## src/hdl/spn_pkg.sv

```systemverilog
`timescale 1ns / 1ps
`default_nettype none
// ----------------------------------------------------------------------------
// Salt-and-pepper noise injector package
// Generator constants, command and status types, and the tempering function
// shared by the controller and the datapath.
// ----------------------------------------------------------------------------
package spn_pkg;

    localparam int PIXEL_BITS_DEF = 8;

    localparam int MT_N  = 312;
    localparam int MT_M  = 156;
    localparam int POS_W = 9;

    localparam logic [POS_W-1:0] POS_LAST = POS_W'(MT_N - 1);
    localparam logic [POS_W-1:0] POS_HALF = POS_W'(MT_M);

    localparam logic [63:0] MT_MATRIX   = 64'hB502_6F5A_A966_19E9;
    localparam logic [63:0] MT_UPPER    = 64'hFFFF_FFFF_8000_0000;
    localparam logic [63:0] MT_LOWER    = 64'h0000_0000_7FFF_FFFF;
    localparam logic [63:0] MT_INIT_MUL = 64'd6364136223846793005;
    localparam logic [63:0] NOISE_SEED_RST = 64'd5489;

    localparam logic [63:0] TEMPER_B = 64'h5555_5555_5555_5555;
    localparam logic [63:0] TEMPER_C = 64'h71D6_7FFF_EBEE_0000;
    localparam logic [63:0] TEMPER_D = 64'hFFF7_EEE0_0000_0000;

    localparam int KIND_W = 2;
    localparam logic [KIND_W-1:0] KIND_NONE   = 2'd0;
    localparam logic [KIND_W-1:0] KIND_PEPPER = 2'd1;
    localparam logic [KIND_W-1:0] KIND_SALT   = 2'd2;

    localparam int CFG_IDX_W = 2;
    localparam logic [CFG_IDX_W-1:0] CFG_PEPPER = 2'd0;
    localparam logic [CFG_IDX_W-1:0] CFG_SALT   = 2'd1;
    localparam logic [CFG_IDX_W-1:0] CFG_SEED   = 2'd2;

    localparam logic [1:0] MUL_LL = 2'd0;
    localparam logic [1:0] MUL_HL = 2'd1;
    localparam logic [1:0] MUL_LH = 2'd2;

    localparam logic [1:0] RD_CUR  = 2'd0;
    localparam logic [1:0] RD_NEXT = 2'd1;
    localparam logic [1:0] RD_MID  = 2'd2;

    typedef struct packed {
        logic       load_item;
        logic       seed_first;
        logic       mul_en;
        logic [1:0] mul_sel;
        logic       seed_write;
        logic       rd_en;
        logic [1:0] rd_sel;
        logic       cap_cur;
        logic       cap_next;
        logic       twist_write;
        logic       temper_en;
        logic       out_load;
    } cmd_t;

    typedef struct packed {
        logic seed_last;
    } sts_t;

    function automatic logic [63:0] temper(input logic [63:0] w);
        logic [63:0] x;
        x = w;
        x = x ^ ((x >> 29) & TEMPER_B);
        x = x ^ ((x << 17) & TEMPER_C);
        x = x ^ ((x << 37) & TEMPER_D);
        x = x ^ (x >> 43);
        return x;
    endfunction

endpackage
`default_nettype wire

```

## src/hdl/spn_ctrl.sv

```systemverilog
`timescale 1ns / 1ps
`default_nettype none
// ----------------------------------------------------------------------------
// Salt-and-pepper noise injector controller
// Sequences the reseed, the incremental twist of one generator word, the
// tempering and the threshold decision, and owns the result handshake.
// ----------------------------------------------------------------------------
module spn_ctrl
    import spn_pkg::*;
(
    input  wire logic clk,
    input  wire logic rst_n,
    input  wire logic pixel_valid,
    output logic      pixel_ready,
    input  wire logic first_of_image,
    output logic      result_valid,
    input  wire logic result_ready,
    output cmd_t      cmd,
    input  wire sts_t sts
);

    localparam logic [3:0] ST_IDLE   = 4'd0;
    localparam logic [3:0] ST_SEED0  = 4'd1;
    localparam logic [3:0] ST_MUL0   = 4'd2;
    localparam logic [3:0] ST_MUL1   = 4'd3;
    localparam logic [3:0] ST_MUL2   = 4'd4;
    localparam logic [3:0] ST_SWR    = 4'd5;
    localparam logic [3:0] ST_RD0    = 4'd6;
    localparam logic [3:0] ST_RD1    = 4'd7;
    localparam logic [3:0] ST_RD2    = 4'd8;
    localparam logic [3:0] ST_TWIST  = 4'd9;
    localparam logic [3:0] ST_TEMPER = 4'd10;
    localparam logic [3:0] ST_DECIDE = 4'd11;

    logic [3:0] state_reg;
    logic [3:0] state_next;
    logic       out_valid_reg;
    logic       out_valid_next;

    assign pixel_ready  = (state_reg == ST_IDLE);
    assign result_valid = out_valid_reg;

    always_comb
    begin
        state_next     = state_reg;
        out_valid_next = out_valid_reg && !result_ready;
        cmd            = '0;
        case (state_reg)
            ST_IDLE:
            begin
                if (pixel_valid)
                begin
                    cmd.load_item = 1'b1;
                    state_next    = first_of_image ? ST_SEED0 : ST_RD0;
                end
            end
            ST_SEED0:
            begin
                cmd.seed_first = 1'b1;
                state_next     = ST_MUL0;
            end
            ST_MUL0:
            begin
                cmd.mul_en  = 1'b1;
                cmd.mul_sel = MUL_LL;
                state_next  = ST_MUL1;
            end
            ST_MUL1:
            begin
                cmd.mul_en  = 1'b1;
                cmd.mul_sel = MUL_HL;
                state_next  = ST_MUL2;
            end
            ST_MUL2:
            begin
                cmd.mul_en  = 1'b1;
                cmd.mul_sel = MUL_LH;
                state_next  = ST_SWR;
            end
            ST_SWR:
            begin
                cmd.seed_write = 1'b1;
                state_next     = sts.seed_last ? ST_RD0 : ST_MUL0;
            end
            ST_RD0:
            begin
                cmd.rd_en  = 1'b1;
                cmd.rd_sel = RD_CUR;
                state_next = ST_RD1;
            end
            ST_RD1:
            begin
                cmd.cap_cur = 1'b1;
                cmd.rd_en   = 1'b1;
                cmd.rd_sel  = RD_NEXT;
                state_next  = ST_RD2;
            end
            ST_RD2:
            begin
                cmd.cap_next = 1'b1;
                cmd.rd_en    = 1'b1;
                cmd.rd_sel   = RD_MID;
                state_next   = ST_TWIST;
            end
            ST_TWIST:
            begin
                cmd.twist_write = 1'b1;
                state_next      = ST_TEMPER;
            end
            ST_TEMPER:
            begin
                cmd.temper_en = 1'b1;
                state_next    = ST_DECIDE;
            end
            ST_DECIDE:
            begin
                if (!out_valid_reg || result_ready)
                begin
                    cmd.out_load   = 1'b1;
                    out_valid_next = 1'b1;
                    state_next     = ST_IDLE;
                end
            end
            default:
            begin
                state_next = ST_IDLE;
            end
        endcase
    end

    always_ff @(posedge clk or negedge rst_n)
    begin
        if (!rst_n)
        begin
            state_reg     <= ST_IDLE;
            out_valid_reg <= 1'b0;
        end
        else
        begin
            state_reg     <= state_next;
            out_valid_reg <= out_valid_next;
        end
    end

endmodule
`default_nettype wire

```

## config.mk

```make
export PLATFORM = sky130hd
export DESIGN_NAME = spn_ctrl
export DESIGN_NICKNAME = d
export VERILOG_FILES = /design/src/hdl/spn_pkg.sv /design/src/hdl/spn_ctrl.sv
export SDC_FILE = /design/constraint.sdc
export NUM_CORES = 1
export LEC_CHECK = 0
export ABC_AREA = 0
export BUFFER_PORTS_ARGS = -buffer_cell sky130_fd_sc_hd__buf_2
export CAP_MARGIN = 0
export CORE_MARGIN = 5
export CORE_UTILIZATION = 30
export DETAILED_ROUTE_END_ITERATION = 12
export SLEW_MARGIN = 5
export SYNTH_ARGS = -nofsm -noshare
export SYNTH_HDL_FRONTEND = slang
export SYNTH_SLANG_ARGS = --single-unit
```

## constraint.sdc

```tcl
create_clock -name clk -period 1.7 [get_ports clk]
set_input_delay 0.34 -clock clk [delete_from_list [all_inputs] [get_ports clk]]
set_output_delay 0.34 -clock clk [all_outputs]
set_load 0.01 [all_outputs]
```

# == Word level (Yosys, flattened, before mapping) ==
# Cells that the tools add are included.
# word_totals
output_inout_bits,16
register_bits,5
in_bits,6
wordCells,40
# classes
eq_ne,13
mux,19
reduce_logical,6
# ops
cell,n
4-bit case mux with 12 select lines,1
3-bit case mux with 3 select lines,2
4-bit by 3-bit == test with 1-bit output (second input constant),4
4-bit == test (second input constant),4
1-bit two-way mux,12
4-bit by 2-bit == test with 1-bit output (second input constant),2
4-bit two-way mux,2
3-bit two-way mux,2
4-bit by 1-bit == test with 1-bit output (second input constant),1
4-bit logical NOT,1
2-bit inequality test (second input constant),2
1-bit logical NOT,2
2-bit AND reduction,1
1-bit logical AND,1
1-bit logical OR,1

# == Depth between registers and ports, before layout ==
# depth
ltp_word,4
depth_mapped,4
mapped_depth_nobuf,3

# == Worst setup path before layout ==
# Ideal clock, no wire load.
# synth_path
path_type,register to output
startpoint,reg state_reg[3]
endpoint,out cmd[7] (netlist name)
required_time_ns,1.360
path_stages_with_launch,5
slack_ns,0.162
arrival_time_ns,1.198
path_buffers,1
path_cell_list,dfrtp_1 buf_6 nand2b_4 nor3_1 o21bai_1
# synth_lines
element,line,text
from (decl),spn_ctrl.sv:35,logic [3:0] state_reg;
from (signal assigned),spn_ctrl.sv:140,state_reg <= state_next;
to (decl),spn_ctrl.sv:18,"output cmd_t cmd,"

==> flow_summary.ini <==
[pwr]
switching_share = 0.477
p_seq_frac = 0.271
p_total_mw = 1.19
intPower_mw = 0.620
combPwrFrac = 0.609
power.share.clock = 0.120
cellLeakagePower_nw = 0.305
powerDensity_mw_per_mm2 = 1970
peakVddDrop_uv = 774
p_sw_mw = 0.566

[worst_setup_path]
arrival_ns = 1.34
cp.required_ns = 1.36
end_kind = output port
reg2reg_from = state_reg[3]
cp_slowest_cell = dfrtp_2
slowest_delay_ns = 0.46
crit_chain = nor4_4, and2_1, buf_2
critPathMaxFanout = 6
worstSetupPathType = reg2out
rrSetupSlack_ns = 0.28
reg2reg_to = state_reg[1]
worst_setup_path_start_kind = flop
ff2ff_path_depth = 4

[logic_synthesis]
syn_nets = 55
synth_edf_count = 0
synth_area_per_cell_sq_um = 8.68
yosysWarnings = 0
async_flop_share = 1.00
synthFlopType = dfrtp_1
ys_seq_area_frac = 0.294
ys_seq_elements = 5
netlist_area_sq_um = 425
synthCells = 49
synth_cell_types = 26

[floorplan]
die_area_sq_mm = 0.00227
start_util = 0.323
core_area_sq_mm = 0.00132
die_w_um = 47.7
row_count = 13
io_pins = 22
chipHeight_um = 47.7

[cells_and_area]
mostFrequentLayoutCell = buf_2
fin_area_sq_um = 602
drive_gt1_frac = 0.539
n_antenna_cell = 0
final_cell_mix = buf_2 (22), nor2_1 (8), nor3_1 (5), buf_4 (5), dfrtp_2 (4)
area_growth_pct = 41.5
nNetsFinal = 83
largest_register_ffs = 4

[grt]
grt_pass1_wl_um = 1770
first_global_vias = 433
track_usage = 0.114
antenna_found_initial = 0
overflow = 0
grt_start_max_net_pins = 11

[routing]
drc = 0
drt_iter0_markers = 8
dr.pass1.iters = 4
vias = 459
wl_per_cell_um = 12.8
routed_wl_um = 1160
ant_nets = 0
vias_per_cell = 5.04

[cts]
cts.sinks = 5
clk_path_buf_depth = 2
cts-root-buf = clkbuf_4
clock_latency_ns = 0.24
cts_tree = built
cts.clk_slew.worst_paths_ns = 0.05
cts-buffers-inserted = 3
h-tree-depth = 1

[sta]
min_period_over_period = 0.989
hold_violations = 0
fin_worst_skew_ns = 0.00288
fmax_ghz = 0.595
finalCriticalPeriod_ns = 1.68
drv_slew = 0
relSlewSlack = 0.823
rsz0062_at_grt = yes
tightest_slew_ns = 0.263
whs_ns = 0.392
setup_violations = 0

[placed_design]
port_buffers = 21
place_area_sq_um = 522
dp_hpwl_um = 835
gp_congestion = 0.715

[min_path]
whs_endpoint = state_reg[2]
hold_start = pixel_valid
holdPathStages = 3
min_path_type = in2reg

[outcome]
outcome = finished clean

[job]
max_cap_violations = 0
[cell type report]
| type | count | area [sq um] |
|---|---|---|
| Clock buffer | 4 | 26.3 |
| Timing Repair Buffer | 28 | 158 |
| Sequential cell | 5 | 130 |
| Fill cell | 135 | 716 |
| Multi-Input combinational cell | 36 | 258 |
| Inverter | 3 | 11.3 |
| Tap cell | 15 | 18.8 |
[logic make-up (layout without fill, tap and decap cells)]
logic type,count (synthesis),after routing,synth area share
and+or+nand+nor,23,23,0.309
AOI/OAI and AO/OA,12,12,0.247
buffers and inverters,8,35,0.126
DFF,5,5,0.294
muxes,1,1,0.0235
[worst max-delay path by stage]
stage / startpoint / end / depth (start not counted)
5_1_grt: state_reg[2] / cmd[7] / 4
6_report: state_reg[3] / cmd[13] / 3
3_5_place_dp: state_reg[2] / cmd[7] / 4
4_1_cts: state_reg[3] / cmd[13] / 3
2_1_floorplan: state_reg[3] / cmd[7] / 4
3_3_place_gp: state_reg[2] / cmd[7] / 4
[worst max-delay path: cells and delay by family, from the launching register on]
kind,cells,cell delay (ns)
flops,1,0.46
buf+inv,1,0.12
simple gates,2,0.51
[timing repair]
| item | CTS | global route |
|---|---|---|
| hold endpoints to repair | 5 | 0 |
| pin swaps | 1 | 0 |
| setup buffers | 3 | 1 |
| cloned | 0 | 0 |
| hold buffers | 1 | 0 |
| gates resized for setup | 5 | 1 |
| endpoints found under the setup margin | 6 | 3 |
[cell usage after synthesis (2+ instances only)]
cell type,instances,share of area
o21bai_1,2,0.035
dfrtp_1,5,0.29
buf_4,2,0.035
nor3_1,6,0.071
nand2_1,3,0.026
nor2_1,8,0.071
inv_1,3,0.026
buf_6,2,0.053
[power groups by stage]
stage	Combinational, mW	Clock (mW)	Sequential [mW]
5_1_grt	0.789	0.156	0.338
3_5_place_dp	0.628	0	0.328
6_report	0.723	0.142	0.322
2_1_floorplan	0.583	0	0.214
3_3_place_gp	0.627	0	0.325
4_1_cts	0.697	0.145	0.321
[routing by layer]
| metal | share of wire | global-route usage |
|---|---|---|
| met5 | 0 | 0 |
| met4 | 0 | 0.0806 |
| met3 | 0.066 | 0.0301 |
| met2 | 0.50 | 0.171 |
| met1 | 0.44 | 0.140 |
[per-stage QoR]
stage	std cells	setup TNS [ns]	worst slack (ns)	utilization
finish	91	0	0.0180	0.457
global route	91	-0.109	-0.0475	0.457
CTS	90	0	0.00809	0.446
detailed placement	82	0	0.156	0.396
global placement	82	0	0.139	0.396
floorplan	49	0	0.162	-
Power figures use the tool's default switching activity.
